<file path="src/hw/rtl/sbf_pkg.sv">
// Shared constants and types for the sample batch framer.
package sbf_pkg;

  localparam int BYTE_W         = 8;
  localparam int SAMPLE_W       = 16;
  localparam int NUM_IN_SAMPLES = 4;
  localparam int CHANNELS_DEF   = 4;
  localparam int QUEUE_DEPTH    = 2;

  localparam logic [BYTE_W-1:0] HDR_BYTE      = 8'hBB;
  localparam logic [BYTE_W-1:0] TRL_BYTE      = 8'hCC;
  localparam logic [BYTE_W-1:0] CHR_ONE       = 8'h31;
  localparam logic [BYTE_W-1:0] CHR_ZERO      = 8'h30;
  localparam logic [BYTE_W-1:0] LEN_RESET     = 8'd50;
  localparam logic [BYTE_W-1:0] LEN_MIN_CLOSE = 8'd2;

  // Position of the serializer within one measurement's bytes
  typedef enum logic [2:0] {
    ST_HDR,
    ST_CNT,
    ST_IND,
    ST_DATA,
    ST_TRL
  } pos_t;

  // Per-measurement instructions from the front end to the serializer
  typedef struct packed {
    logic              hdr;
    logic              trl;
    logic [BYTE_W-1:0] count;
    logic              indicator;
  } desc_ctrl_t;

endpackage

</file>
<file path="src/hw/rtl/sbf_if.sv">
// Valid/ready channel interfaces for measurements and frame bytes.
interface sbf_in_if;
  logic        valid;
  logic        ready;
  logic [15:0] sample_ch0;
  logic [15:0] sample_ch1;
  logic [15:0] sample_ch2;
  logic [15:0] sample_ch3;
  logic        indicator;

  modport source (
    output valid, sample_ch0, sample_ch1, sample_ch2, sample_ch3, indicator,
    input  ready
  );
  modport sink (
    input  valid, sample_ch0, sample_ch1, sample_ch2, sample_ch3, indicator,
    output ready
  );
endinterface

interface sbf_out_if;
  logic       valid;
  logic       ready;
  logic [7:0] out_byte;
  logic       run_last;
  logic       frame_end;

  modport source (
    output valid, out_byte, run_last, frame_end,
    input  ready
  );
  modport sink (
    input  valid, out_byte, run_last, frame_end,
    output ready
  );
endinterface

</file>
<file path="src/hw/rtl/sbf_front.sv">
// Front end: length register, fill count and per-measurement classification.
module sbf_front #(
  parameter int CHANNELS = sbf_pkg::CHANNELS_DEF
) (
  input  logic                                     clk,
  input  logic                                     rst_n,
  sbf_in_if.sink                                   in_if,
  input  logic                                     cfg_we,
  input  logic [sbf_pkg::BYTE_W-1:0]               cfg_data,
  input  logic                                     push_ready,
  output logic                                     push_valid,
  output sbf_pkg::desc_ctrl_t                      push_ctrl,
  output logic [CHANNELS-1:0][sbf_pkg::SAMPLE_W-1:0] push_samples
);

  logic [sbf_pkg::BYTE_W-1:0] len_r;
  logic [sbf_pkg::BYTE_W-1:0] fill_r;
  logic [sbf_pkg::BYTE_W-1:0] fill_nxt;
  logic [sbf_pkg::BYTE_W-1:0] fill_inc;
  logic [sbf_pkg::BYTE_W-1:0] eff_len;
  logic                       accept;
  logic                       enabled;
  logic                       close;

  // Take a measurement whenever the queue has room
  assign in_if.ready = push_ready;
  assign accept      = in_if.valid && push_ready;
  assign enabled     = (len_r != '0);

  // Classify: header on an empty frame, trailer once the frame is full
  assign fill_inc = fill_r + 8'd1;
  assign eff_len  = (len_r < sbf_pkg::LEN_MIN_CLOSE) ? sbf_pkg::LEN_MIN_CLOSE : len_r;
  assign close    = (fill_inc >= eff_len);

  always_comb begin
    fill_nxt = fill_r;
    if (accept && enabled) begin
      fill_nxt = close ? '0 : fill_inc;
    end
  end

  // Drop measurements while the length is zero
  assign push_valid          = in_if.valid && enabled;
  assign push_ctrl.hdr       = (fill_r == '0);
  assign push_ctrl.trl       = close;
  assign push_ctrl.count     = len_r;
  assign push_ctrl.indicator = in_if.indicator;

  // Map input fields onto channels; channels beyond the inputs send zero
  for (genvar c = 0; c < CHANNELS; c++) begin : g_ch
    if (c == 0) begin : g_c0
      assign push_samples[c] = in_if.sample_ch0;
    end else if (c == 1) begin : g_c1
      assign push_samples[c] = in_if.sample_ch1;
    end else if (c == 2) begin : g_c2
      assign push_samples[c] = in_if.sample_ch2;
    end else if (c == 3) begin : g_c3
      assign push_samples[c] = in_if.sample_ch3;
    end else begin : g_cz
      assign push_samples[c] = '0;
    end
  end

  always_ff @(posedge clk) begin
    if (!rst_n) begin
      len_r  <= sbf_pkg::LEN_RESET;
      fill_r <= '0;
    end else begin
      if (cfg_we) begin
        len_r <= cfg_data;
      end
      fill_r <= fill_nxt;
    end
  end

endmodule

</file>
<file path="src/hw/rtl/sbf_queue.sv">
// Short FIFO that decouples the front end from the serializer.
module sbf_queue #(
  parameter int WIDTH = 8,
  parameter int DEPTH = sbf_pkg::QUEUE_DEPTH
) (
  input  logic             clk,
  input  logic             rst_n,
  input  logic             wr_valid,
  output logic             wr_ready,
  input  logic [WIDTH-1:0] wr_data,
  output logic             rd_valid,
  input  logic             rd_pop,
  output logic [WIDTH-1:0] rd_data
);

  localparam int PTR_W = (DEPTH > 1) ? $clog2(DEPTH) : 1;
  localparam int CNT_W = $clog2(DEPTH + 1);

  logic [WIDTH-1:0] mem_r [DEPTH];
  logic [PTR_W-1:0] wr_ptr_r;
  logic [PTR_W-1:0] rd_ptr_r;
  logic [CNT_W-1:0] cnt_r;
  logic             push;
  logic             pop;

  assign wr_ready = (cnt_r != CNT_W'(DEPTH));
  assign rd_valid = (cnt_r != '0);
  assign rd_data  = mem_r[rd_ptr_r];
  assign push     = wr_valid && wr_ready;
  assign pop      = rd_pop && rd_valid;

  // Store an entry on push
  always_ff @(posedge clk) begin
    if (push) begin
      mem_r[wr_ptr_r] <= wr_data;
    end
  end

  // Advance pointers and occupancy
  always_ff @(posedge clk) begin
    if (!rst_n) begin
      wr_ptr_r <= '0;
      rd_ptr_r <= '0;
      cnt_r    <= '0;
    end else begin
      if (push) begin
        wr_ptr_r <= (wr_ptr_r == PTR_W'(DEPTH - 1)) ? '0 : wr_ptr_r + 1'b1;
      end
      if (pop) begin
        rd_ptr_r <= (rd_ptr_r == PTR_W'(DEPTH - 1)) ? '0 : rd_ptr_r + 1'b1;
      end
      if (push && !pop) begin
        cnt_r <= cnt_r + 1'b1;
      end else if (pop && !push) begin
        cnt_r <= cnt_r - 1'b1;
      end
    end
  end

endmodule

</file>
<file path="src/hw/rtl/sbf_back.sv">
// Serializer: walks one queued measurement out as frame bytes, one per cycle unless the output stalls.
module sbf_back #(
  parameter int CHANNELS = sbf_pkg::CHANNELS_DEF
) (
  input  logic                                       clk,
  input  logic                                       rst_n,
  input  logic                                       q_valid,
  output logic                                       q_pop,
  input  sbf_pkg::desc_ctrl_t                        q_ctrl,
  input  logic [CHANNELS-1:0][sbf_pkg::SAMPLE_W-1:0] q_samples,
  sbf_out_if.source                                  out_if
);

  localparam int CH_W = (CHANNELS > 1) ? $clog2(CHANNELS) : 1;

  sbf_pkg::pos_t              pos_r;
  sbf_pkg::pos_t              pos_nxt;
  sbf_pkg::pos_t              cur;
  logic [CH_W-1:0]            ch_r;
  logic [CH_W-1:0]            ch_nxt;
  logic                       half_r;
  logic                       half_nxt;
  logic                       load;
  logic                       data_last;
  logic [sbf_pkg::SAMPLE_W-1:0] sel_sample;
  logic [sbf_pkg::BYTE_W-1:0] byte_val;
  logic                       last_val;
  logic                       fend_val;

  logic                       out_valid_r;
  logic [sbf_pkg::BYTE_W-1:0] out_byte_r;
  logic                       run_last_r;
  logic                       frame_end_r;

  // Load the output register when it is empty or being drained
  assign load       = q_valid && (!out_valid_r || out_if.ready);
  assign data_last  = (ch_r == CH_W'(CHANNELS - 1)) && half_r;
  assign sel_sample = q_samples[ch_r];

  // Skip header and count on measurements that continue a frame
  always_comb begin
    cur = pos_r;
    if (pos_r == sbf_pkg::ST_HDR && !q_ctrl.hdr) begin
      cur = sbf_pkg::ST_IND;
    end
  end

  // Select the byte and next position
  always_comb begin
    pos_nxt  = pos_r;
    ch_nxt   = ch_r;
    half_nxt = half_r;
    byte_val = '0;
    last_val = 1'b0;
    fend_val = 1'b0;
    case (cur)
      sbf_pkg::ST_HDR: begin
        byte_val = sbf_pkg::HDR_BYTE;
        pos_nxt  = sbf_pkg::ST_CNT;
      end
      sbf_pkg::ST_CNT: begin
        byte_val = q_ctrl.count;
        pos_nxt  = sbf_pkg::ST_IND;
      end
      sbf_pkg::ST_IND: begin
        byte_val = q_ctrl.indicator ? sbf_pkg::CHR_ONE : sbf_pkg::CHR_ZERO;
        pos_nxt  = sbf_pkg::ST_DATA;
        ch_nxt   = '0;
        half_nxt = 1'b0;
      end
      sbf_pkg::ST_DATA: begin
        byte_val = half_r ? sel_sample[7:0] : sel_sample[15:8];
        if (!half_r) begin
          half_nxt = 1'b1;
        end else if (!data_last) begin
          half_nxt = 1'b0;
          ch_nxt   = ch_r + 1'b1;
        end else if (q_ctrl.trl) begin
          pos_nxt = sbf_pkg::ST_TRL;
        end else begin
          last_val = 1'b1;
          pos_nxt  = sbf_pkg::ST_HDR;
        end
      end
      sbf_pkg::ST_TRL: begin
        byte_val = sbf_pkg::TRL_BYTE;
        last_val = 1'b1;
        fend_val = 1'b1;
        pos_nxt  = sbf_pkg::ST_HDR;
      end
      default: begin
        pos_nxt = sbf_pkg::ST_HDR;
      end
    endcase
    if (!load) begin
      pos_nxt  = pos_r;
      ch_nxt   = ch_r;
      half_nxt = half_r;
    end
  end

  // Release the queue entry with its final byte
  assign q_pop = load && last_val;

  // Hold position state
  always_ff @(posedge clk) begin
    if (!rst_n) begin
      pos_r  <= sbf_pkg::ST_HDR;
      ch_r   <= '0;
      half_r <= 1'b0;
    end else begin
      pos_r  <= pos_nxt;
      ch_r   <= ch_nxt;
      half_r <= half_nxt;
    end
  end

  // Output register
  always_ff @(posedge clk) begin
    if (!rst_n) begin
      out_valid_r <= 1'b0;
    end else if (load) begin
      out_valid_r <= 1'b1;
    end else if (out_if.ready) begin
      out_valid_r <= 1'b0;
    end
  end

  always_ff @(posedge clk) begin
    if (load) begin
      out_byte_r  <= byte_val;
      run_last_r  <= last_val;
      frame_end_r <= fend_val;
    end
  end

  assign out_if.valid     = out_valid_r;
  assign out_if.out_byte  = out_byte_r;
  assign out_if.run_last  = run_last_r;
  assign out_if.frame_end = frame_end_r;

endmodule

</file>
<file path="src/hw/rtl/sample_batch_framer_unit.sv">
// Sample batch framer: packs measurements into 0xBB/count/.../0xCC byte frames.
// Each measurement emits its indicator character and two bytes per channel
// (high byte first), preceded by header and count when it opens a frame and
// followed by the trailer when it closes one: 2*CHANNELS+1 to 2*CHANNELS+3
// bytes, 9 to 11 at four channels, because no measurement both opens and
// closes a frame. The serializer sends one byte per cycle unless the output
// stalls; the front end classifies and queues a measurement in the cycle it
// is accepted, and a two-entry queue lets new measurements enter while
// earlier ones still stream out. The first byte of a measurement passes
// through the queue and then the output register. A batch length of zero
// drops measurements; a length of one closes frames after two.
module sample_batch_framer_unit #(
  parameter int CHANNELS = sbf_pkg::CHANNELS_DEF
) (
  input  logic                       clk,
  input  logic                       rst_n,
  sbf_in_if.sink                     in_if,
  sbf_out_if.source                  out_if,
  input  logic                       cfg_we,
  input  logic [sbf_pkg::BYTE_W-1:0] cfg_data
);

  localparam int SAMP_BITS = CHANNELS * sbf_pkg::SAMPLE_W;
  localparam int Q_W       = $bits(sbf_pkg::desc_ctrl_t) + SAMP_BITS;

  logic                                       push_valid;
  logic                                       push_ready;
  sbf_pkg::desc_ctrl_t                        push_ctrl;
  logic [CHANNELS-1:0][sbf_pkg::SAMPLE_W-1:0] push_samples;
  logic                                       q_valid;
  logic                                       q_pop;
  logic [Q_W-1:0]                             q_data;
  sbf_pkg::desc_ctrl_t                        q_ctrl;
  logic [CHANNELS-1:0][sbf_pkg::SAMPLE_W-1:0] q_samples;

  sbf_front #(
    .CHANNELS (CHANNELS)
  ) u_front (
    .clk          (clk),
    .rst_n        (rst_n),
    .in_if        (in_if),
    .cfg_we       (cfg_we),
    .cfg_data     (cfg_data),
    .push_ready   (push_ready),
    .push_valid   (push_valid),
    .push_ctrl    (push_ctrl),
    .push_samples (push_samples)
  );

  sbf_queue #(
    .WIDTH (Q_W),
    .DEPTH (sbf_pkg::QUEUE_DEPTH)
  ) u_queue (
    .clk      (clk),
    .rst_n    (rst_n),
    .wr_valid (push_valid),
    .wr_ready (push_ready),
    .wr_data  ({push_ctrl, push_samples}),
    .rd_valid (q_valid),
    .rd_pop   (q_pop),
    .rd_data  (q_data)
  );

  // Split the queue word back into control and samples
  assign q_ctrl    = q_data[Q_W-1:SAMP_BITS];
  assign q_samples = q_data[SAMP_BITS-1:0];

  sbf_back #(
    .CHANNELS (CHANNELS)
  ) u_back (
    .clk       (clk),
    .rst_n     (rst_n),
    .q_valid   (q_valid),
    .q_pop     (q_pop),
    .q_ctrl    (q_ctrl),
    .q_samples (q_samples),
    .out_if    (out_if)
  );

endmodule
</file>
<file path="src/flat_wrapper.sv">
// flat-port wrapper written by rule: the top's interface ports become plain ports
module sample_batch_framer_unit_flat 
#(
  parameter int CHANNELS = sbf_pkg::CHANNELS_DEF
)
  (clk, rst_n, cfg_we, cfg_data, in_if_valid, in_if_sample_ch0, in_if_sample_ch1, in_if_sample_ch2, in_if_sample_ch3, in_if_indicator, in_if_ready, out_if_valid, out_if_out_byte, out_if_run_last, out_if_frame_end, out_if_ready);
  sbf_in_if in_if_i ();
  sbf_out_if out_if_i ();
  input  logic clk;
  input  logic rst_n;
  input  logic cfg_we;
  input  logic [sbf_pkg::BYTE_W-1:0] cfg_data;
  input wire logic [$bits(in_if_i.valid)-1:0] in_if_valid;
  input wire logic [$bits(in_if_i.sample_ch0)-1:0] in_if_sample_ch0;
  input wire logic [$bits(in_if_i.sample_ch1)-1:0] in_if_sample_ch1;
  input wire logic [$bits(in_if_i.sample_ch2)-1:0] in_if_sample_ch2;
  input wire logic [$bits(in_if_i.sample_ch3)-1:0] in_if_sample_ch3;
  input wire logic [$bits(in_if_i.indicator)-1:0] in_if_indicator;
  output wire logic [$bits(in_if_i.ready)-1:0] in_if_ready;
  output wire logic [$bits(out_if_i.valid)-1:0] out_if_valid;
  output wire logic [$bits(out_if_i.out_byte)-1:0] out_if_out_byte;
  output wire logic [$bits(out_if_i.run_last)-1:0] out_if_run_last;
  output wire logic [$bits(out_if_i.frame_end)-1:0] out_if_frame_end;
  input wire logic [$bits(out_if_i.ready)-1:0] out_if_ready;
  assign in_if_i.valid = in_if_valid;
  assign in_if_i.sample_ch0 = in_if_sample_ch0;
  assign in_if_i.sample_ch1 = in_if_sample_ch1;
  assign in_if_i.sample_ch2 = in_if_sample_ch2;
  assign in_if_i.sample_ch3 = in_if_sample_ch3;
  assign in_if_i.indicator = in_if_indicator;
  assign in_if_ready = in_if_i.ready;
  assign out_if_valid = out_if_i.valid;
  assign out_if_out_byte = out_if_i.out_byte;
  assign out_if_run_last = out_if_i.run_last;
  assign out_if_frame_end = out_if_i.frame_end;
  assign out_if_i.ready = out_if_ready;
  sample_batch_framer_unit #(.CHANNELS(CHANNELS)) u_core (.clk(clk), .rst_n(rst_n), .in_if(in_if_i), .out_if(out_if_i), .cfg_we(cfg_we), .cfg_data(cfg_data));
endmodule
</file>
<file path="config.mk">
export PLATFORM = sky130hd
export DESIGN_NAME = sample_batch_framer_unit_flat
export DESIGN_NICKNAME = d
export VERILOG_FILES = /design/src/hw/rtl/sbf_pkg.sv /design/src/hw/rtl/sbf_if.sv /design/src/hw/rtl/sbf_front.sv /design/src/hw/rtl/sbf_queue.sv /design/src/hw/rtl/sbf_back.sv /design/src/hw/rtl/sample_batch_framer_unit.sv /design/src/flat_wrapper.sv
export SDC_FILE = /design/constraint.sdc
export NUM_CORES = 1
export LEC_CHECK = 0
export BUFFER_PORTS_ARGS = -buffer_cell sky130_fd_sc_hd__buf_4
export CAP_MARGIN = 15
export CORE_AREA = 10 10 131 133
export DETAILED_ROUTE_END_ITERATION = 7
export DIE_AREA = 0 0 141 143
export PLACE_DENSITY_LB_ADDON = 0.25
export SYNTH_ARGS = -nofsm -noshare
export SYNTH_HDL_FRONTEND = slang
export SYNTH_SLANG_ARGS = --single-unit
</file>
<file path="constraint.sdc">
create_clock -name clk -period 12.9 [get_ports clk]
set_clock_uncertainty 0.2 [all_clocks]
set_input_delay 2.58 -clock clk [delete_from_list [all_inputs] [get_ports clk]]
set_output_delay 2.58 -clock clk [all_outputs]
set_load 0.05 [all_outputs]
</file>
==> summary.md, run 1 <==
| Metric | Value |
|---|---|
| WS Path Type | `input port to flop` |
| Die Area | `20200 µm²` |
| H-Tree Depth | `4` |
| Final Setup Violations | `0` |
| Clock Path Buffers | `2` |
| Slew @ Worst Pin | `1.04 ns` |
| Vias in the first global route | `4584` |
| Hold buffer count at cts | `0` |
| Rows | `44` |
| WL final | `15.3 mm` |
| Max layer used | `met4` |
| Post-CTS Setup Inserts | `0` |
| Commonest non-fill, non-tap cells in the layout | `edfxtp_1, buf_4, nand2_1, mux4_2, mux2i_1` |
| Critical path startpoint category | `input port` |
| Setup TNS Final | `0 ns` |
| Final min period | `4.31 ns` |
| Metal-1 WL | `6.27 mm` |
| Worst path cell trace | `buf_4 > nor2b_1 > or2_1 > inv_1 > nand2b_1 > ha_1 > or3_1 > a21oi_1` |
| CTS buffer count | `17` |
| Hold path depth | `2` |
| Cts repair resizes | `0` |
| Max Freq | `232 MHz` |
| Status | `completed` |
| Synth warn | `0` |
| CTS tree | `done` |
| I/O Pins | `90` |
| Storage element area | `5370 µm²` |
| Cells after synthesis | `474` |
| Post-synth ARST share | `0%` |
| Post-synthesis sequential area ratio | `69.6%` |
| Nets@finish | `653` |
| Post-synth top flop | `edfxtp_1` |
| Port buffer count | `89` |
| VDD IR max | `0.0961 mV` |
| PD cells | `154 nW/µm²` |
| Fillers | `1056` |
| CTS sink count | `188` |
| Later-pin clock latency in the skew report | `0.43 ns` |
| EDFF count, synth | `160` |
| Drc violations | `0` |
| Vias per inst | `5.59` |
| CP Capture Type | `flop` |
| RSZ-0062 raised after global routing | `no` |
| Antenna Nets Post-Route | `0` |
| Initial DRC count | `280` |
| Reg clk slew, reported paths | `0.06 ns` |
| Antenna diodes | `0` |
| Leakage power | `3.19 nW` |
| Reg2Reg Depth | `7` |
| Hpwl dp | `10.3 mm` |
| Die X | `141 µm` |
| Initial antenna violation count | `0` |
| Total GRT Usage | `15.1%` |
| Final Hold Vio Count | `0` |
| Core area | `14400 µm²` |
| Pin count of the biggest net entering global routing | `77` |
| Max-Cap Viols | `0` |
| CP Data Required Time | `13.05 ns` |
| First-pass GRT wire length | `23.5 mm` |
| HP Class | `flop to flop` |
| Initial Util | `53.4%` |
| Commonest non-fill, non-tap cell in the layout | `edfxtp_1` |
| Met3 WL post-DR | `936 µm` |
| Pre-Repair DR Iteration Count | `5` |
| Grt total ovfl | `0` |
| Critical Path Max Stage Delay | `0.41 ns` |
| Final Max Tran Viols | `0` |
| Area delta synth->final | `18.2%` |
| Library cells used by synthesis | `53` |
| Synth Register Bits | `188` |
| Die height | `143 µm` |
| Final period utilization | `33.4%` |
| Hold Slack | `0.283 ns` |
| WL met2 | `7.98 mm` |
| Via count | `4252` |
| Rel. slew slack | `30.7%` |
| Slowest stage cell on the critical path | `inv_1` |
| Share of layout cells above drive strength 1 | `29.0%` |
| Wire per inst | `20.1 µm` |
| Routability congestion estimate | `0.774` |
| Synthesized area per cell | `16.3 µm²` |
| WP data arrival | `4.46 ns` |
| CP Max Fanout | `13` |
| Multi-input logic area | `2160 µm²` |
| Cell Area, Synth | `7700 µm²` |
| Syn Nets | `564` |
| Clock root buffer | `clkbuf_16` |
## area by class of cell
| type | count | area share (%) |
|---|---|---|
| sequential | 188 | 59.0 |
| timing repair buffer | 94 | 7.75 |
| clock inverter | 6 | 0.660 |
| tap | 184 | 2.53 |
| clock buffer | 26 | 5.61 |
| multi-input combinational | 244 | 23.8 |
| inverter | 18 | 0.742 |
## cell usage after synthesis, types with 6 or more instances
library cell  count  share of area [%]
a21oi_1          14               0.91
o21ai_0          11               0.71
nand3_1          13               0.84
inv_1            18               0.88
nor2_1           29                1.4
dfxtp_1          28                7.3
mux2i_1          28                3.6
clkbuf_1         11               0.54
edfxtp_1        160                 62
mux2_2            6               0.88
nand2_1          29                1.4
ha_1             12                1.9
mux4_2           29                8.5
buf_2             6               0.39
## worst paths after layout
kind | from | to | slack (ns)
setup reg to reg | flop | u_core.u_queue.cnt_r[1]$_SDFFE_PN0P_ | 9.71
hold / removal | u_core.u_queue.rd_ptr_r$_SDFFE_PN0P_ | flop | 0.28
hold reg to reg | u_core.u_queue.rd_ptr_r$_SDFFE_PN0P_ | flop | 0.28
setup / recovery | out_if_ready | u_core.u_queue.cnt_r[1]$_SDFFE_PN0P_ | 8.59
## where the power goes
group	switching, mW	internal (mW)	total (mW)
Clock	0.203	0.292	0.495
Sequential	0.0249	0.723	0.748
Combinational	0.100	0.0633	0.164
Total	0.328	1.08	1.41
## sequential cells by signal, summed over array words and instances (netlist names), named ones only
register	flops
u_core.u_queue.mem_r	150
u_core.u_front.len_r	8
u_core.u_back.out_if.out_byte	8
u_core.u_back.pos_r	3
u_core.u_back.out_if.frame_end	1
u_core.u_queue.wr_ptr_r	1
u_core.u_back.out_if.run_last	1
u_core.u_queue.cnt_r	2
u_core.u_queue.rd_ptr_r	1
u_core.u_back.ch_r	2
u_core.u_front.fill_r	8
u_core.u_back.out_if.valid	1
u_core.u_back.half_r	1
## metrics by stage
stage | setup slack, ns | utilization, % | cells | power [mW] | area (µm²)
floorplan | 6.12 | - | 474 | 0.861 | 7700
global placement | 8.20 | 59.2 | 728 | 0.917 | 8530
detailed placement | 8.15 | 59.2 | 728 | 0.925 | 8530
CTS | 8.58 | 63.1 | 760 | 1.42 | 9100
global route | 8.45 | 63.1 | 760 | 1.46 | 9100
finish | 8.59 | 63.1 | 760 | 1.41 | 9100
## layer usage
layer  vias up  GRT usage [%]
met5         -              0
li1       2008              -
met2       119           25.3
met1      2114           18.1
met4         0           5.05
met3        11           4.78
## worst max-delay path: cells and delay by family
family / cells / cell delay (ns)
AO/OA/AOI/OAI: 1 / 0.14
adder cells (fa/ha/maj): 1 / 0.34
buffers and inverters: 2 / 0.49
AND/OR/NAND/NOR: 4 / 0.92
## logic make-up (layout without fill, tap and decap cells)
group	after synthesis	in the layout	synth area share, %
AOI/OAI and AO/OA	56	56	5.10
xor gates and xnor gates	8	8	0.910
adders and majority gates	12	12	1.95
buffers and inverters	42	144	2.48
DFF	188	188	69.6
muxes	65	65	13.5
and+or+nand+nor	103	103	6.38
Note: power is estimated with default switching activity, not from simulation.
==> inputs of run 2 (changes only) <==
==> constraint.sdc (replaced) <==
create_clock -name clk -period 4.3 [get_ports clk]
set_clock_uncertainty 0.2 [all_clocks]
set_input_delay 0.86 -clock clk [delete_from_list [all_inputs] [get_ports clk]]
set_output_delay 0.86 -clock clk [all_outputs]
set_load 0.05 [all_outputs]
==> summary.md, run 2 (synthesized netlist as in run 1, its figures left out) <==
| Metric | Value |
|---|---|
| Status | `completed` |
| Commonest non-fill, non-tap cells in the layout | `edfxtp_1, buf_4, nand2_1, mux4_2, mux2i_1` |
| Area delta synth->final | `18.1% (about the same)` |
| Max-Cap Viols | `0 (unchanged)` |
| Drc violations | `0 (unchanged)` |
| Post-CTS Setup Inserts | `0 (unchanged)` |
| Final Max Tran Viols | `0 (unchanged)` |
| Setup TNS Final | `0 ns (unchanged)` |
| I/O Pins | `90 (unchanged)` |
| Final min period | `3.18 ns` |
| CTS buffer count | `17 (unchanged)` |
| Rows | `44 (unchanged)` |
| CP Max Fanout | `12 (-1)` |
| Pin count of the biggest net entering global routing | `56 (-27%)` |
| Final Hold Vio Count | `0 (unchanged)` |
| Comb power frac | `12.1% (+0.5 points)` |
| Core area | `14400 µm² (unchanged)` |
| PD cells | `456 nW/µm² (+190%)` |
| Metal-1 WL | `6.18 mm (-1.4%)` |
| WS Path Type | `flop to flop` |
| Share of layout cells above drive strength 1 | `29.5% (+0.52 points)` |
| Max Freq | `314 MHz` |
| Initial antenna violation count | `0 (unchanged)` |
| Sequential share of power | `53.8% (+0.6 points)` |
| Antenna Nets Post-Route | `0 (unchanged)` |
| Max reg flops | `150 (unchanged)` |
| Cts repair resizes | `0 (unchanged)` |
| Port buffer count | `89 (unchanged)` |
| Clock Path Buffers | `2 (unchanged)` |
| Reg clk slew, reported paths | `0.06 ns (about the same)` |
| Leakage power | `3.17 nW (-0.51%)` |
| Sw frac | `24.1% (+0.83 points)` |
| Multi-input logic area | `2160 µm² (unchanged)` |
| Die X | `141 µm (unchanged)` |
| WL met2 | `7.36 mm (-7.8%)` |
| Vias in the first global route | `4529 (-1.2%)` |
| Fillers | `1081 (+2.4%)` |
| CP Capture Type | `flop` |
| Nets@finish | `654 (+0.15%)` |
| Critical path startpoint category | `flop` |
| Largest register by flop count | `u_core.u_queue.mem_r` |
| Die Area | `20200 µm² (unchanged)` |
| VDD IR max | `0.274 mV (+180%)` |
| Placed Cells | `729 (+0.14%)` |
| CP Data Required Time | `4.44 ns (-8.61 ns)` |
| Routability congestion estimate | `0.796 (+2.8%)` |
| Later-pin clock latency in the skew report | `0.43 ns (about the same)` |
| CTS tree | `done` |
| Hold Slack | `0.278 ns (-0.00479 ns)` |
| Clk pwr share | `34.1% (-1.1 points)` |
| Via count | `4257 (+0.12%)` |
| Commonest non-fill, non-tap cell in the layout | `edfxtp_1` |
| WL final | `14.6 mm (-4.4%)` |
| Hold buffer count at cts | `0 (unchanged)` |
| Max layer used | `met4` |
| H-Tree Depth | `4 (unchanged)` |
| CTS sink count | `188 (unchanged)` |
| Slew @ Worst Pin | `0.795 ns (-0.244 ns)` |
| Initial Util | `53.4% (unchanged)` |
| Net switching power | `1.00 mW (+210%)` |
| Wire per inst | `19.3 µm (-4.4%)` |
| Internal | `3.14 mW (+190%)` |
| WP data arrival | `3.32 ns (-1.14 ns)` |
| RSZ-0062 raised after global routing | `no` |
| Pre-Repair DR Iteration Count | `5 (unchanged)` |
| Hpwl dp | `10.1 mm (-2.2%)` |
| Final Setup Violations | `0 (unchanged)` |
| Vias per inst | `5.60 (+0.12%)` |
| Final Util | `63.1% (about the same)` |
| Met3 WL post-DR | `814 µm (-13%)` |
| Non-filler cells, final | `760 (unchanged)` |
| First-pass GRT wire length | `23.4 mm (-0.50%)` |
| Storage element area | `5370 µm² (unchanged)` |
| Grt total ovfl | `0 (unchanged)` |
| Rel. slew slack | `46.9% (+16 points)` |
| Clock root buffer | `clkbuf_16` |
| Final period utilization | `74.0%` |
| Antenna diodes | `0 (unchanged)` |
| Initial DRC count | `295 (+5.4%)` |
| HP Class | `flop to flop` |
| Die height | `143 µm (unchanged)` |
| Total GRT Usage | `14.8% (-0.25 points)` |
==> run 2: cell types whose count changed in the layout (fill, tap and decap cells not counted) <==
cell / previous run / this run
clkinv_1: 0 / 1
clkinv_2: 3 / 5
clkbuf_1: 5 / 1
clkinvlp_4: 2 / 6
clkbuf_8: 3 / 0
buf_4: 94 / 93
buf_12: 0 / 2
clkbuf_16: 18 / 17
==> run 2: path summary, 6_finish.rpt <==
path,startpoint,to,slack [ns],cells after the start
min,u_core.u_queue.rd_ptr_r$_SDFFE_PN0P_,flop,0.28,2
max reg2reg,u_core.u_front.len_r[4]$_SDFFE_PN1P_,u_core.u_front.fill_r[6]$_SDFFE_PN0P_,1.12,9
min reg2reg,u_core.u_queue.rd_ptr_r$_SDFFE_PN0P_,flop,0.28,2
max,u_core.u_front.len_r[4]$_SDFFE_PN1P_,u_core.u_front.fill_r[6]$_SDFFE_PN0P_,1.12,9
==> run 2: stage by stage <==
| step | power, mW | worst slack [ns] | area (µm²) |
|---|---|---|---|
| after floorplan | 2.58 | 0.398 | 7710 |
| after global placement | 2.75 | 1.26 | 8560 |
| after detailed placement | 2.78 | 1.16 | 8560 |
| after CTS | 4.18 | 1.13 | 9100 |
| after global routing | 4.30 | 0.850 | 9100 |
| final | 4.14 | 1.12 | 9100 |
==> run 2: power by group through the flow <==
stage / Combinational, mW / Sequential [mW] / Clock [mW]
global placement: 0.495 / 2.26 / 0
finish: 0.502 / 2.23 / 1.41
floorplan: 0.257 / 2.32 / 0
detailed placement: 0.507 / 2.27 / 0
global route: 0.546 / 2.25 / 1.51
CTS: 0.508 / 2.23 / 1.44
==> run 2: metal layers <==
| layer | global-route usage, % | vias up |
|---|---|---|
| met1 | 17.9 | 2110 |
| met3 | 4.38 | 23 |
| li1 | - | 2014 |
| met2 | 24.8 | 110 |
| met5 | 0 | - |
| met4 | 5.54 | 0 |
==> run 2: area by class of cell <==
| cell class | count | share of cell area [%] |
|---|---|---|
| flip-flops and latches | 188 | 59.0 |
| inverters | 18 | 0.743 |
| clock inverters | 13 | 1.14 |
| repair buffers | 95 | 8.11 |
| multi-input cells | 244 | 23.8 |
| well taps | 184 | 2.53 |
| clock buffers | 18 | 4.72 |
==> run 2: critical path: stages, from the launching register on <==
cell	delay, ns
dfxtp_1	0.33
or4_1	0.57
nor4_1	0.30
nor2_1	0.08
ha_1	0.27
nand2b_1	0.14
a2111oi_0	0.42
o31a_1	0.47
nand3_1	0.13
a21oi_1	0.20
==> inputs of run 3 (changes only) <==
--- a/config.mk
+++ b/config.mk
@@ -5,11 +5,12 @@
 export SDC_FILE = /design/constraint.sdc
 export NUM_CORES = 1
 export LEC_CHECK = 0
+export ABC_AREA = 1
 export BUFFER_PORTS_ARGS = -buffer_cell sky130_fd_sc_hd__buf_4
 export CAP_MARGIN = 15
-export CORE_AREA = 10 10 131 133
+export CORE_AREA = 10 10 133 135
 export DETAILED_ROUTE_END_ITERATION = 7
-export DIE_AREA = 0 0 141 143
+export DIE_AREA = 0 0 143 145
 export PLACE_DENSITY_LB_ADDON = 0.25
 export SYNTH_ARGS = -nofsm -noshare
 export SYNTH_HDL_FRONTEND = slang
==> constraint.sdc (replaced) <==
create_clock -name clk -period 3.3 [get_ports clk]
set_clock_uncertainty 0.2 [all_clocks]
set_input_delay 0.66 -clock clk [delete_from_list [all_inputs] [get_ports clk]]
set_output_delay 0.66 -clock clk [all_outputs]
set_load 0.05 [all_outputs]
==> summary.md, run 3 <==
| Metric | Value |
|---|---|
| CP Capture Type | `flop` |
| Wire per inst | `17.5 µm (-9.1%)` |
| PD cells | `651 nW/µm² (+43%)` |
| Antenna Nets Post-Route | `0 (unchanged)` |
| EDFF count, synth | `160 (unchanged)` |
| CTS buffer count | `17 (unchanged)` |
| Clock root buffer | `clkbuf_16` |
| VDD IR max | `0.470 mV (+72%)` |
| Met3 usage | `4.86% (+0.48 points)` |
| Antenna diodes | `0 (unchanged)` |
| Syn Nets | `821 (+46%)` |
| Final min period | `2.53 ns (-0.654 ns)` |
| Comb power frac | `17.4% (+5.3 points)` |
| Met2 GRT Util | `26.1% (+1.4 points)` |
| Drc violations | `0 (unchanged)` |
| Routability congestion estimate | `0.893 (+12%)` |
| Net switching power | `1.68 mW (+68%)` |
| Cell Area, Synth | `7980 µm² (+3.6%)` |
| WS Path Type | `flop to flop` |
| WL final | `17.9 mm (+22%)` |
| Synthesized area per cell | `10.9 µm² (-33%)` |
| HP Class | `input port to flop` |
| Vias per inst | `5.43 (-3.0%)` |
| Grt met1 use | `23.7% (+5.8 points)` |
| Area delta synth->final | `18.4%` |
| Rows | `45 (+2.3%)` |
| Post-synth top cells | `nand2_1, edfxtp_1, nand3_1` |
| Die X | `143 µm (+1.4%)` |
| CP Max Fanout | `7 (-5)` |
| Cell taking the most area after synthesis | `edfxtp_1` |
| Clk pwr share | `34.4% (+0.3 points)` |
| I/O Pins | `90 (unchanged)` |
| Status | `completed` |
| Final Setup Violations | `0 (unchanged)` |
| CTS sink count | `188 (unchanged)` |
| Leakage power | `3.73 nW (+18%)` |
| Vias in the first global route | `5434 (+20%)` |
| RSZ-0062 raised after global routing | `no` |
| Slew @ Worst Pin | `0.767 ns (-0.0277 ns)` |
| Max-Cap Viols | `0 (unchanged)` |
| H-Tree Depth | `4 (unchanged)` |
| Initial DRC count | `536 (+82%)` |
| Die height | `145 µm (+1.4%)` |
| Hpwl dp | `11.9 mm (+18%)` |
| Post-CTS Setup Inserts | `0 (unchanged)` |
| Initial antenna violation count | `0 (unchanged)` |
| Grt total ovfl | `0 (unchanged)` |
| Synth Register Bits | `188 (unchanged)` |
| Gr busiest metal | `met2` |
| Cells after synthesis | `731 (+54%)` |
| Commonest non-fill, non-tap cells in the layout | `nand2_1, edfxtp_1, nand3_1` |
| Fillers | `1197 (+11%)` |
| Setup TNS Final | `0 ns (unchanged)` |
| CTS tree | `done` |
| Max reg flops | `150 (unchanged)` |
| R2R setup slack | `0.77 ns (-0.35 ns)` |
| Synth warn | `0 (unchanged)` |
| Nets@finish | `909 (+39%)` |
| Internal | `4.47 mW (+42%)` |
| Via count | `5543 (+30%)` |
| Initial Util | `53.1% (-0.34 points)` |
| Rel. slew slack | `48.8% (+2.0 points)` |
| Final period utilization | `76.6% (+2.6 points)` |
| Total GRT Usage | `17.4% (+2.6 points)` |
| Pin count of the biggest net entering global routing | `71 (+27%)` |
| Largest register by flop count | `u_core.u_queue.mem_r` |
| Commonest non-fill, non-tap cell in the layout | `nand2_1` |
| Post-synth top flop | `edfxtp_1` |
| CP Data Required Time | `3.41 ns (-1.03 ns)` |
| Post-synth ARST share | `0% (unchanged)` |
| Hold buffer count at cts | `0 (unchanged)` |
| Pre-Repair DR Iteration Count | `5 (unchanged)` |
| Die Area | `20700 µm² (+2.8%)` |
| Cts repair resizes | `0 (unchanged)` |
| Port buffer count | `89 (unchanged)` |
| Final Hold Vio Count | `0 (unchanged)` |
| Library cells used by synthesis | `36 (-32%)` |
| WP data arrival | `2.64 ns (-0.68 ns)` |
| Most area-consuming cells after synthesis | `edfxtp_1, nand2_1, nand3_1` |
| Sw frac | `27.3% (+3.2 points)` |
| Share of layout cells above drive strength 1 | `18.5% (-11 points)` |
| Critical path startpoint category | `flop` |
| Max Freq | `396 MHz (+26%)` |
| Share of the synthesized area in the top cell type | `60.2% (-2.1 points)` |
| Count leader, synth | `nand2_1` |
| First-pass GRT wire length | `28.6 mm (+23%)` |
| Post-synthesis sequential area ratio | `67.3% (-2.4 points)` |
| Final Max Tran Viols | `0 (unchanged)` |
| Clock Path Buffers | `2 (unchanged)` |
| Core area | `15000 µm² (+4.2%)` |
| Reg clk slew, reported paths | `0.07 ns (about the same)` |
| Final Util | `62.8% (-0.27 points)` |
| Later-pin clock latency in the skew report | `0.43 ns (about the same)` |
| Sequential share of power | `48.1% (-5.7 points)` |
## run 3: cell types whose count changed in the layout (fill, tap and decap cells not counted), sizes merged, moves of 14 or more
cell / before / now
inv: 18 / 47
nor2: 29 / 48
mux4: 30 / 0
nand2: 29 / 198
a21oi: 15 / 29
nand3: 13 / 114
o21ai: 11 / 30
mux2i: 28 / 0
## run 3: kinds of logic (layout without fill, tap and decap cells)
logic type	after synthesis	after routing	share of synthesized area (%)
AND/OR/NAND/NOR	386	386	21.5
AO/OA/AOI/OAI	65	65	4.67
buffers and inverters	77	178	4.33
XOR/XNOR	3	3	0.329
flip-flops	188	188	67.3
adder cells (fa/ha/maj)	12	12	1.88
## run 3: layer usage
metal | wire length [µm] | up-vias
li1 | - | 2704
met1 | 8060 | 2662
met2 | 8480 | 162
met3 | 1140 | 15
met4 | 189 | 0
met5 | 0 | -
## run 3: final timing paths
kind                                          from                                    end  cells past startpoint
max          u_core.u_front.fill_r[0]$_SDFFE_PN0P_  u_core.u_front.fill_r[0]$_SDFFE_PN0P_                     14
min                           in_if_sample_ch1[11]  u_core.u_queue.mem_r[0][27]$_DFFE_PP_                      1
max reg2reg  u_core.u_front.fill_r[0]$_SDFFE_PN0P_  u_core.u_front.fill_r[0]$_SDFFE_PN0P_                     14
min reg2reg   u_core.u_front.len_r[6]$_SDFFE_PN0P_  u_core.u_queue.mem_r[0][71]$_DFFE_PP_                      0
## run 3: power groups by stage
stage	logic, mW	clock network [mW]	registers, mW
after global routing	1.20	2.24	2.98
final	1.07	2.11	2.96
after global placement	1.05	0	3.00
after floorplan	0.611	0	3.09
after detailed placement	1.08	0	3.01
after CTS	1.08	2.14	2.96
## run 3: area by class of cell
cell class,instances,area [µm²],share of cell area [%]
Clock buffer,20,437,4.62
Timing Repair Buffer,100,776,8.22
Sequential cell,188,5370,56.8
Tap cell,188,235,2.49
Multi-Input combinational cell,466,2280,24.2
Clock inverter,12,170,1.80
Inverter,46,175,1.86
## run 3: stage by stage
stage,power [mW],cell area (µm²),setup WS (ns),std cells,hold WS (ns)
6_report,6.15,9440,0.773,1020,0.213
5_1_grt,6.42,9440,0.512,1020,0.192
4_1_cts,6.18,9440,0.782,1020,0.195
3_5_place_dp,4.08,8830,0.801,988,0.251
3_3_place_gp,4.05,8830,0.869,988,0.237
2_1_floorplan,3.70,7980,-0.559,731,0.226
## run 3: critical path, cell delays in order, from the launching register on
cell and delay, ns:
dfxtp_1 0.41, ha_1 0.21, nand2_1 0.09, nor2_1 0.16, nand2_1 0.07, nand2_1 0.06
nand2_1 0.07, ha_1 0.28, nand2_1 0.06, nor2_1 0.13, nand4_1 0.24, nand3_1 0.23
nor2_1 0.06, nor2_1 0.10, nor2_1 0.04
